<file path="config.mk">
export PLATFORM = sky130hd
export DESIGN_NAME = datetime_to_epoch_seconds
export DESIGN_NICKNAME = d
export VERILOG_FILES = /design/src/dtep_pkg.sv /design/src/dtep_check.sv /design/src/datetime_to_epoch_seconds.sv
export SDC_FILE = /design/constraint.sdc
export NUM_CORES = 1
export LEC_CHECK = 0
export CAP_MARGIN = 20
export CORE_MARGIN = 2
export CORE_UTILIZATION = 48
export DETAILED_ROUTE_END_ITERATION = 10
export DONT_BUFFER_PORTS = 1
export PLACE_DENSITY = 0.65
export SYNTH_ARGS = -nofsm -noshare
export SYNTH_HDL_FRONTEND = slang
export SYNTH_HIERARCHICAL = 1
export SYNTH_SLANG_ARGS = --single-unit
</file>
<file path="constraint.sdc">
create_clock -name clk -period 6.08 [get_ports clk]
set_input_delay 0.912 -clock clk [delete_from_list [all_inputs] [get_ports clk]]
set_output_delay 0.912 -clock clk [all_outputs]
set_load 0.01 [all_outputs]
</file>
<file path="src/dtep_pkg.sv">
// Package for the date-time to epoch seconds converter: widths, calendar
// constants, month tables and the check result record.
// No dependencies.
package dtep_pkg;

  // Field widths
  localparam int YEAR_W  = 14;
  localparam int FIELD_W = 7;
  localparam int DAYS_W  = 22;
  localparam int SECS_W  = 38;
  localparam int WDAY_W  = 3;
  localparam int TOD_W   = 17;
  localparam int DOY_W   = 9;
  localparam int Q100_W  = 7;
  localparam int MLEN_W  = 5;
  localparam int MONTH_W = 4;

  // Calendar constants
  localparam int EPOCH_YEAR   = 1900;
  localparam int MAX_YEAR     = 9999;
  localparam int SECS_PER_DAY = 86400;
  localparam int SECS_PER_HR  = 3600;
  localparam int SECS_PER_MIN = 60;
  localparam int HOURS_PER_DAY = 24;
  localparam int MINS_PER_HR  = 60;
  localparam int DAYS_PER_YR  = 365;
  localparam int MONTHS       = 12;
  localparam int FEB          = 2;

  // Days from 1 Jan of year 1 to 1 Jan of the epoch year
  localparam int EPOCH_P   = EPOCH_YEAR - 1;
  localparam int EPOCH_ABS = DAYS_PER_YR * EPOCH_P + EPOCH_P / 4 - EPOCH_P / 100
                             + EPOCH_P / 400;

  // floor(x / 100) = (x * RECIP100) >> RECIP100_SH, exact for x below 43699
  localparam int RECIP100    = 5243;
  localparam int RECIP100_SH = 19;
  localparam int RECIP100_W  = 13;
  localparam int QPROD_W     = YEAR_W + RECIP100_W;

  // x divisible by 25 iff (x * INV25) mod 2^12 <= DIV25_LIM, for 12-bit x
  localparam int Y4_W      = YEAR_W - 2;
  localparam int INV25     = 3113;
  localparam int DIV25_LIM = 163;

  // Result of the field checks and decoding, held in stage 2 of the conversion
  typedef struct packed {
    logic                ok;
    logic [YEAR_W-1:0]   p;     // year - 1
    logic [Q100_W-1:0]   q100;  // (year - 1) / 100
    logic [DOY_W-1:0]    doy;   // day of year, from 0
    logic [TOD_W-1:0]    tod;   // seconds since midnight
  } info_t;

  // Length of month m (1..12), February 29 days when leap is set; 0 for other m
  function automatic logic [MLEN_W-1:0] month_len(input logic [MONTH_W-1:0] m,
                                                  input logic leap);
    logic [MLEN_W-1:0] len;
    case (m)
      4'd1, 4'd3, 4'd5, 4'd7, 4'd8, 4'd10, 4'd12: len = MLEN_W'(31);
      4'd4, 4'd6, 4'd9, 4'd11:                    len = MLEN_W'(30);
      4'd2:                                       len = leap ? MLEN_W'(29)
                                                             : MLEN_W'(28);
      default:                                    len = '0;
    endcase
    return len;
  endfunction

  // Days in a common year before the first of month m
  function automatic logic [DOY_W-1:0] month_cum(input logic [MONTH_W-1:0] m);
    logic [DOY_W-1:0] cum;
    case (m)
      4'd1:    cum = DOY_W'(0);
      4'd2:    cum = DOY_W'(31);
      4'd3:    cum = DOY_W'(59);
      4'd4:    cum = DOY_W'(90);
      4'd5:    cum = DOY_W'(120);
      4'd6:    cum = DOY_W'(151);
      4'd7:    cum = DOY_W'(181);
      4'd8:    cum = DOY_W'(212);
      4'd9:    cum = DOY_W'(243);
      4'd10:   cum = DOY_W'(273);
      4'd11:   cum = DOY_W'(304);
      4'd12:   cum = DOY_W'(334);
      default: cum = '0;
    endcase
    return cum;
  endfunction

endpackage

</file>
<file path="src/dtep_check.sv">
// Field checks, leap year, day of year and time of day for one item.
// Depends on dtep_pkg.
module dtep_check (
  input  logic [dtep_pkg::YEAR_W-1:0]  year,
  input  logic [dtep_pkg::FIELD_W-1:0] month,
  input  logic [dtep_pkg::FIELD_W-1:0] day,
  input  logic [dtep_pkg::FIELD_W-1:0] hour,
  input  logic [dtep_pkg::FIELD_W-1:0] minute,
  input  logic [dtep_pkg::FIELD_W-1:0] second,
  output dtep_pkg::info_t              info
);

  logic                              year_ok;
  logic                              month_ok;
  logic                              day_ok;
  logic                              time_ok;
  logic [dtep_pkg::MONTH_W-1:0]      m4;
  logic [2*dtep_pkg::Y4_W-1:0]       prod25;
  logic                              div25;
  logic                              leap;
  logic [dtep_pkg::MLEN_W-1:0]       mlen;
  logic [dtep_pkg::YEAR_W-1:0]       p;
  logic [dtep_pkg::QPROD_W-1:0]      qprod;
  logic                              feb_adj;

  assign year_ok  = (year >= dtep_pkg::YEAR_W'(dtep_pkg::EPOCH_YEAR)) &&
                    (year <= dtep_pkg::YEAR_W'(dtep_pkg::MAX_YEAR));
  assign month_ok = (month >= dtep_pkg::FIELD_W'(1)) &&
                    (month <= dtep_pkg::FIELD_W'(dtep_pkg::MONTHS));
  assign m4       = month[dtep_pkg::MONTH_W-1:0];

  // year/4 divisible by 25 via the modular inverse; leap needs year%4 == 0
  assign prod25 = (2*dtep_pkg::Y4_W)'(year[dtep_pkg::YEAR_W-1:2]) *
                  (2*dtep_pkg::Y4_W)'(dtep_pkg::INV25);
  assign div25  = prod25[dtep_pkg::Y4_W-1:0] <= dtep_pkg::Y4_W'(dtep_pkg::DIV25_LIM);
  assign leap   = (year[1:0] == 2'b00) && (!div25 || (year[3:0] == 4'b0000));

  assign mlen   = month_ok ? dtep_pkg::month_len(m4, leap) : '0;
  assign day_ok = (day >= dtep_pkg::FIELD_W'(1)) &&
                  (day <= dtep_pkg::FIELD_W'(mlen));
  assign time_ok = (hour   < dtep_pkg::FIELD_W'(dtep_pkg::HOURS_PER_DAY)) &&
                   (minute < dtep_pkg::FIELD_W'(dtep_pkg::MINS_PER_HR)) &&
                   (second < dtep_pkg::FIELD_W'(dtep_pkg::MINS_PER_HR));

  assign p     = year - dtep_pkg::YEAR_W'(1);
  assign qprod = dtep_pkg::QPROD_W'(p) * dtep_pkg::QPROD_W'(dtep_pkg::RECIP100);

  assign feb_adj = leap && (m4 > dtep_pkg::MONTH_W'(dtep_pkg::FEB));

  always_comb begin
    info.ok   = year_ok && month_ok && day_ok && time_ok;
    info.p    = p;
    info.q100 = qprod[dtep_pkg::RECIP100_SH +: dtep_pkg::Q100_W];
    info.doy  = dtep_pkg::month_cum(m4) + dtep_pkg::DOY_W'(feb_adj) +
                dtep_pkg::DOY_W'(day) - dtep_pkg::DOY_W'(1);
    info.tod  = dtep_pkg::TOD_W'(hour)   * dtep_pkg::TOD_W'(dtep_pkg::SECS_PER_HR) +
                dtep_pkg::TOD_W'(minute) * dtep_pkg::TOD_W'(dtep_pkg::SECS_PER_MIN) +
                dtep_pkg::TOD_W'(second);
  end

endmodule

</file>
<file path="src/datetime_to_epoch_seconds.sv">
// Gregorian date and time to days, seconds and ISO weekday since the epoch year.
// Throughput: one item per cycle; four register stages, each holding on a stall.
// Input register, then checked and decoded fields, then day counts, then the output
// register with the seconds product and weekday. rst_n (synchronous, active low)
// empties all stages. Depends on dtep_pkg and dtep_check.
module datetime_to_epoch_seconds (
  input  logic                          clk,
  input  logic                          rst_n,
  input  logic                          in_valid,
  output logic                          in_ready,
  input  logic [dtep_pkg::YEAR_W-1:0]   in_year_in,
  input  logic [dtep_pkg::FIELD_W-1:0]  in_month_in,
  input  logic [dtep_pkg::FIELD_W-1:0]  in_day_in,
  input  logic [dtep_pkg::FIELD_W-1:0]  in_hour_in,
  input  logic [dtep_pkg::FIELD_W-1:0]  in_minute_in,
  input  logic [dtep_pkg::FIELD_W-1:0]  in_second_in,
  output logic                          out_valid,
  input  logic                          out_ready,
  output logic                          out_is_valid,
  output logic [dtep_pkg::DAYS_W-1:0]   out_days_since_epoch,
  output logic [dtep_pkg::SECS_W-1:0]   out_seconds_since_epoch,
  output logic [dtep_pkg::WDAY_W-1:0]   out_weekday
);

  // Stage valid flags and per-stage advance enables
  logic v1_r, v2_r, v3_r, v4_r;
  logic en1, en2, en3, en4;

  // Stage 1: registered input item
  logic [dtep_pkg::YEAR_W-1:0]  year_r;
  logic [dtep_pkg::FIELD_W-1:0] month_r, day_r, hour_r, minute_r, second_r;

  // Stage 2: checked and decoded item
  dtep_pkg::info_t info_nxt, info_r;

  // Stage 3: day counts
  logic                         ok3_r;
  logic [dtep_pkg::DAYS_W-1:0]  abs_nxt, abs_r;
  logic [dtep_pkg::DAYS_W-1:0]  days_nxt, days_r;
  logic [dtep_pkg::TOD_W-1:0]   tod3_r;

  // Output stage
  logic [dtep_pkg::SECS_W-1:0]  secs_nxt;
  logic [5:0]                   oct_sum;
  logic [3:0]                   fold;
  logic [2:0]                   rem7;
  logic                         ok_out_r;
  logic [dtep_pkg::DAYS_W-1:0]  days_out_r;
  logic [dtep_pkg::SECS_W-1:0]  secs_out_r;
  logic [dtep_pkg::WDAY_W-1:0]  wday_out_r;

  // A stage takes a new item when it is empty or its contents move on
  assign en4      = !v4_r || out_ready;
  assign en3      = !v3_r || en4;
  assign en2      = !v2_r || en3;
  assign en1      = !v1_r || en2;
  assign in_ready = en1;

  always_ff @(posedge clk) begin
    if (!rst_n) begin
      v1_r <= 1'b0;
      v2_r <= 1'b0;
      v3_r <= 1'b0;
      v4_r <= 1'b0;
    end else begin
      if (en1) v1_r <= in_valid;
      if (en2) v2_r <= v1_r;
      if (en3) v3_r <= v2_r;
      if (en4) v4_r <= v3_r;
    end
  end

  // Field checks, leap year, day of year and time of day
  dtep_check u_check (
    .year   (year_r),
    .month  (month_r),
    .day    (day_r),
    .hour   (hour_r),
    .minute (minute_r),
    .second (second_r),
    .info   (info_nxt)
  );

  // Closed-form leap count: 365p + p/4 - p/100 + p/400, with p = year - 1
  assign abs_nxt = dtep_pkg::DAYS_W'(info_r.p) * dtep_pkg::DAYS_W'(dtep_pkg::DAYS_PER_YR) +
                   dtep_pkg::DAYS_W'(info_r.p >> 2) -
                   dtep_pkg::DAYS_W'(info_r.q100) +
                   dtep_pkg::DAYS_W'(info_r.q100 >> 2) +
                   dtep_pkg::DAYS_W'(info_r.doy);
  assign days_nxt = abs_nxt - dtep_pkg::DAYS_W'(dtep_pkg::EPOCH_ABS);

  assign secs_nxt = dtep_pkg::SECS_W'(days_r) * dtep_pkg::SECS_W'(dtep_pkg::SECS_PER_DAY) +
                    dtep_pkg::SECS_W'(tod3_r);

  // Day 0 (1 Jan of year 1) is a Monday. Reduce mod 7 by summing octal digits,
  // since 8 is 1 mod 7.
  always_comb begin
    logic [23:0] abs_pad;
    abs_pad = 24'(abs_r);
    oct_sum = '0;
    for (int i = 0; i < 8; i++) begin
      oct_sum = oct_sum + 6'(abs_pad[3*i +: 3]);
    end
    fold = 4'(oct_sum[5:3]) + 4'(oct_sum[2:0]);
    if (fold >= 4'd14)     rem7 = 3'(fold - 4'd14);
    else if (fold >= 4'd7) rem7 = 3'(fold - 4'd7);
    else                   rem7 = fold[2:0];
  end

  // Payload registers: hold while the stage is stalled
  always_ff @(posedge clk) begin
    if (en1) begin
      year_r   <= in_year_in;
      month_r  <= in_month_in;
      day_r    <= in_day_in;
      hour_r   <= in_hour_in;
      minute_r <= in_minute_in;
      second_r <= in_second_in;
    end
    if (en2) begin
      info_r <= info_nxt;
    end
    if (en3) begin
      ok3_r  <= info_r.ok;
      abs_r  <= abs_nxt;
      days_r <= days_nxt;
      tod3_r <= info_r.tod;
    end
  end

  // Output register; an invalid item gives all-zero results
  always_ff @(posedge clk) begin
    if (en4) begin
      ok_out_r   <= ok3_r;
      days_out_r <= ok3_r ? days_r : '0;
      secs_out_r <= ok3_r ? secs_nxt : '0;
      wday_out_r <= ok3_r ? (rem7 + 3'd1) : '0;
    end
  end

  // The output register is a stage of its own, tracked by v4_r
  assign out_valid               = v4_r;
  assign out_is_valid            = ok_out_r;
  assign out_days_since_epoch    = days_out_r;
  assign out_seconds_since_epoch = secs_out_r;
  assign out_weekday             = wday_out_r;

endmodule
</file>
[Word-level counts from Yosys, hierarchy flattened]
Memory sizes are Yosys's and may differ from the RTL's. A register that Yosys moved wholly into a read port is not among the register bits.
Cells that the tools add are included.
Word-level totals
  output and inout port bits: 66
  register bits: 227
  bits in read-only memories: 144
  word-level logic and storage cells: 108
  input port bits: 53
  memories: 1
Memory list
  (name not given): words 16, bits a word 9, read ports 1, clocked after Yosys merged registers in 1, write ports 0, RTL line dtep_pkg.sv:72  | case (m)
Operators by class
  muxes and demuxes: 6
  $add $sub $neg: 23
  multipliers: 6
  reduce and logical (&&, ||, !) cells: 24
  equality and inequality tests: 12
  $lt $le $gt $ge: 13
Operator list (count)
  38-bit by 17-bit adder with 38-bit output: 1
  22-bit by 10-bit multiplier with 31-bit output (second input constant): 1
  14-bit by 13-bit multiplier with 26-bit output (second input constant): 1
  22-bit by 12-bit adder with 22-bit output: 1
  22-bit by 5-bit adder with 22-bit output: 1
  22-bit by 9-bit adder with 22-bit output: 1
  14-bit by 9-bit multiplier with 22-bit output (second input constant): 1
  22-bit by 20-bit subtractor with 22-bit output (second input constant): 1
  22-bit by 7-bit subtractor with 22-bit output: 1
  4-bit equality test (second input constant): 5
  6-bit by 3-bit adder with 6-bit output: 3
  17-bit by 13-bit adder with 17-bit output: 1
  17-bit by 7-bit adder with 17-bit output: 1
  4-bit by 3-bit equality test with 1-bit output (second input constant): 4
  5-bit one-hot mux with 3 select lines: 1
  14-bit by 11-bit greater-or-equal comparator with 1-bit output (second input constant): 1
  7-bit by 1-bit greater-or-equal comparator with 1-bit output (second input constant): 2
  14-bit <= comparator (second input constant): 1
  7-bit by 6-bit < comparator with 1-bit output (second input constant): 2
  14-bit by 1-bit subtractor with 14-bit output (second input constant): 1
  7-bit by 8-bit multiplier with 13-bit output (second input constant): 1
  12-bit by 8-bit <= comparator with 1-bit output (second input constant): 1
  12-bit by 11-bit multiplier with 12-bit output (second input constant): 1
  7-bit by 4-bit multiplier with 11-bit output (second input constant): 1
  other kinds (28): 49

[Logic depth before layout (Yosys ltp)]
  depth after elaboration: 12
  mapped depth: 23

[By module]
The synthesis kept the hierarchy.
Modules (own cells, without submodules)
  datetime_to_epoch_seconds: instances 1, cells each 1468, area each 17123.9 um^2
  dtep_check: instances 1, cells each 808, area each 7095.6 um^2

[Worst setup path before layout]
OpenSTA, ideal clock, no wires.
  kind: reg2reg
  start point: register year_r[4] in the netlist's numbering
  end point: register info_r[32] in the netlist's numbering, data pin
  path slack: -0.160 ns
  data arrival time: 5.979 ns
  clock period less this slack: 6.240 ns
  stages on the path, launching flop included: 22
  cell sequence: edfxtp_1 -> buf_6 -> or4_4 -> or4_1 -> xnor2_1 -> inv_1 -> fa_1 -> inv_1 -> ha_1 -> inv_1 -> fa_1 -> inv_1 -> fa_1 -> fa_1 -> ha_1 -> nand4_1 -> nor2_1 -> o311ai_0 -> nand3_1 -> or3b_2 -> a31oi_1 -> xnor2_1
RTL lines
  from (decl): RTL line datetime_to_epoch_seconds.sv:30  | logic [dtep_pkg::YEAR_W-1:0] year_r;
  from (signal assigned): RTL line datetime_to_epoch_seconds.sv:113  | year_r <= in_year_in;
  to (signal assigned): RTL line datetime_to_epoch_seconds.sv:121  | info_r <= info_nxt;
  to (decl): RTL line datetime_to_epoch_seconds.sv:34  | dtep_pkg::info_t info_nxt, info_r;

==> impl_metrics.py <==
metrics = {
    "grt": {
        "grtUsageTotal_pct": 18.2,
        "grt_max_degree": 65,
        "overflow": 0,
        "grt_pass1_wl_microns": 78700,
        "antenna_found_initial": 2,
        "first_global_vias": 16454,
    },
    "synthesis": {
        "synth_edf_count": 223,
        "syn_area_sq_um": 24200,
        "syn-num-nets": 2984,
        "ys_types": 86,
        "yosysWarnings": 6,
        "yosys.area.top_type": "edfxtp_1",
        "synth_ff_type": "edfxtp_1",
        "yosys-top-cells-area": "edfxtp_1, ha_1, fa_1",
        "ys_ff_latch": 227,
        "synth_area_per_cell_sq_um": 10.6,
        "yosys.area.top_type_share_pct": 27.6,
        "synthArstFlopShare_pct": 0,
        "yosysSeqAreaShare_pct": 28.0,
        "synthCells": 2276,
    },
    "drt": {
        "wirelength_microns": 47000,
        "firstDrtPassIters": 4,
        "wl_per_cell_microns": 15.3,
        "routed_via_density": 5.06,
        "drt_iter0_markers": 412,
        "antenna_left": 0,
        "via_count": 15569,
        "remaining_drc_errors": 0,
    },
    "timing": {
        "hold_viol_final": 0,
        "hold_slack_ns": 0.419,
        "finalSetupViolCount": 0,
        "relSlewSlack_pct": 37.8,
        "tightest_slew_ns": 0.927,
        "min_period_over_period_pct": 96.5,
        "finalCriticalPeriod_ns": 5.87,
        "fmaxAchievable_mhz": 171,
        "fin_tns_setup_ns": 0,
        "drv_slew": 0,
        "clock_skew_ns": 0.0155,
    },
    "die": {
        "io_pins": 119,
        "fp.dieArea_sq_um": 52300,
        "initial_core_util_pct": 48.5,
        "die_h_microns": 229,
        "die_w_microns": 229,
        "coreArea_sq_um": 50000,
        "num_rows": 82,
    },
    "clock_network": {
        "htreeDepth": 1,
        "cts_buffers": 25,
        "cts_hold_buf": 0,
        "clockRootBuffer": "clkbuf_16",
        "clk_latency_ns": 0.57,
        "clkSinkCount": 227,
        "path_clk_slew_ns": 0.06,
        "cts_tree": "built",
        "clockBufferDepth": 3,
    },
    "setup_path": {
        "crit_buf_inv": 5,
        "path_class": "reg -> reg",
        "startpoint_type": "register",
        "crit_fanout": 4,
        "slowest_delay_ns": 0.58,
        "crit_top_cell": "fa_1",
        "cpLargestDelayFamily": "adder cells",
        "cp_data_required_time_ns": 6.39,
        "cpMaxStageDelayCell": "fa_1",
        "worstSetupEndpointType": "register",
        "arrival_ns": 6.18,
        "worstPathCellList": "or4_4 -> buf_4 -> nor4_4 -> nand3_2 -> xnor2_2 -> inv_2 -> fa_1 -> inv_1 -> ha_1 -> inv_1 -> fa_1 -> inv_1 -> fa_1 -> fa_1 -> ha_4 -> nand4_1 -> o21ai_1 -> nor2_1 -> nand3_2 -> or3b_4 -> a31oi_4 -> xnor2_1",
    },
    "finish": {
        "drive_gt1_share_pct": 9.98,
        "area_delta_synth_final_pct": 11.7,
        "fin_util_pct": 54.2,
        "fin_nets": 3093,
    },
    "placed_design": {
        "numPortBuffers": 0,
        "hpwl_microns": 40000,
        "gp_congestion": 0.897,
    },
    "flow_run": {
        "cap_violations": 0,
    },
    "min_path": {
        "holdCritPathClass": "reg -> reg",
    },
    "outcome": {
        "status": "complete, no violations",
    },
}
## layout by cell type (no fill, tap or decap), types with 9 or more instances in the layout
| cell | instances |
|---|---|
| nand2b_1 | 19 |
| nor2b_1 | 20 |
| inv_1 | 550 |
| nand2_1 | 53 |
| nand4_1 | 10 |
| a211oi_1 | 12 |
| ha_4 | 12 |
| nor3_1 | 23 |
| clkbuf_16 | 25 |
| nand3_1 | 20 |
| o21a_1 | 21 |
| nor2_1 | 101 |
| o21ai_0 | 60 |
| a21o_1 | 30 |
| edfxtp_1 | 223 |
| and3_1 | 9 |
| a21oi_1 | 85 |
| or3_1 | 12 |
| buf_4 | 99 |
| fa_1 | 237 |
| xor2_1 | 37 |
| ha_1 | 402 |
| a31oi_1 | 16 |
| and2_1 | 21 |
| o21bai_1 | 10 |
| xnor2_1 | 105 |
## final timing paths
kind                        from                    to  slack [ns]  cells after the start
max          year_r[5]$_DFFE_PP_  info_r[32]$_DFFE_PP_        0.21                     22
min          info_r[5]$_DFFE_PP_   tod3_r[5]$_DFFE_PP_        0.42                      0
max reg2reg  year_r[5]$_DFFE_PP_  info_r[32]$_DFFE_PP_        0.21                     22
min reg2reg  info_r[5]$_DFFE_PP_   tod3_r[5]$_DFFE_PP_        0.42                      0
## synthesized netlist by cell type, types with 5 or more instances
cell,n
a2111oi_0,6
a211oi_1,14
a21boi_0,7
a21o_1,30
a21oi_1,90
a31oi_1,19
and2_1,21
and3_1,9
clkbuf_1,10
edfxtp_1,223
fa_1,239
ha_1,416
inv_1,557
nand2_1,56
nand2b_1,19
nand3_1,21
nand4_1,10
nor2_1,102
nor2b_1,20
nor3_1,24
nor4_1,7
o211ai_1,8
o21a_1,22
o21ai_0,65
o21ai_1,5
o21bai_1,10
o31ai_1,5
or3_1,12
xnor2_1,111
xor2_1,37
## per-stage QoR
| step | area, sq um | setup WS [ns] | instances |
|---|---|---|---|
| 3_5_place_dp | 25700 | -0.0195 | 3017 |
| 5_1_grt | 27100 | -0.0589 | 3077 |
| 3_3_place_gp | 25700 | 0.104 | 3017 |
| 2_1_floorplan | 24300 | 0.0250 | 2276 |
| 6_report | 27100 | 0.215 | 3078 |
| 4_1_cts | 26700 | 0.00908 | 3068 |
## cell type report
type | count | area (sq um)
clock buffers | 25 | 626
flip-flops and latches | 227 | 6780
diodes | 2 | 5.00
repair buffers | 101 | 766
fillers | 4373 | 22900
inverters | 558 | 2090
multi-input cells | 1472 | 15700
well taps | 672 | 841
clock inverters | 21 | 253
## metal layers
metal | share of wire (%) | global-route usage, % | routed length, microns
met5 | 0.028 | 0 | 13
met4 | 2.5 | 4.72 | 1190
met3 | 3.0 | 2.43 | 1400
met2 | 50 | 32.8 | 23700
met1 | 44 | 23.1 | 20700
## flip-flops by register name, indices dropped and copies added (netlist names), 14 cells and up
signal / cells
info_r: 48
out_seconds_since_epoch: 38
year_r: 14
tod3_r: 17
days_r: 22
abs_r: 22
out_days_since_epoch: 22
## what timing repair did
| action | in CTS | in global routing |
|---|---|---|
| endpoints found under the setup margin | 2 | 22 |
| setup buffers | 5 | 8 |
| pin swaps | 15 | 30 |
| gates resized for setup | 11 | 71 |
## cell families (layout without fill, tap and decap cells)
group / Yosys count / count (layout) / share of synthesized area (%)
flip-flops: 227 / 227 / 28.0
adder cells (fa/ha/maj): 655 / 655 / 41.2
multiplexers: 6 / 6 / 0.258
XOR/XNOR: 148 / 148 / 5.35
other: 0 / 2 / 0
AND/OR/NAND/NOR: 331 / 331 / 7.13
buffers and inverters: 577 / 705 / 9.02
AO/OA/AOI/OAI: 332 / 332 / 9.01
Power is not shown: default switching activity piles up to over one toggle a cycle in this logic, so the estimate is an artifact.
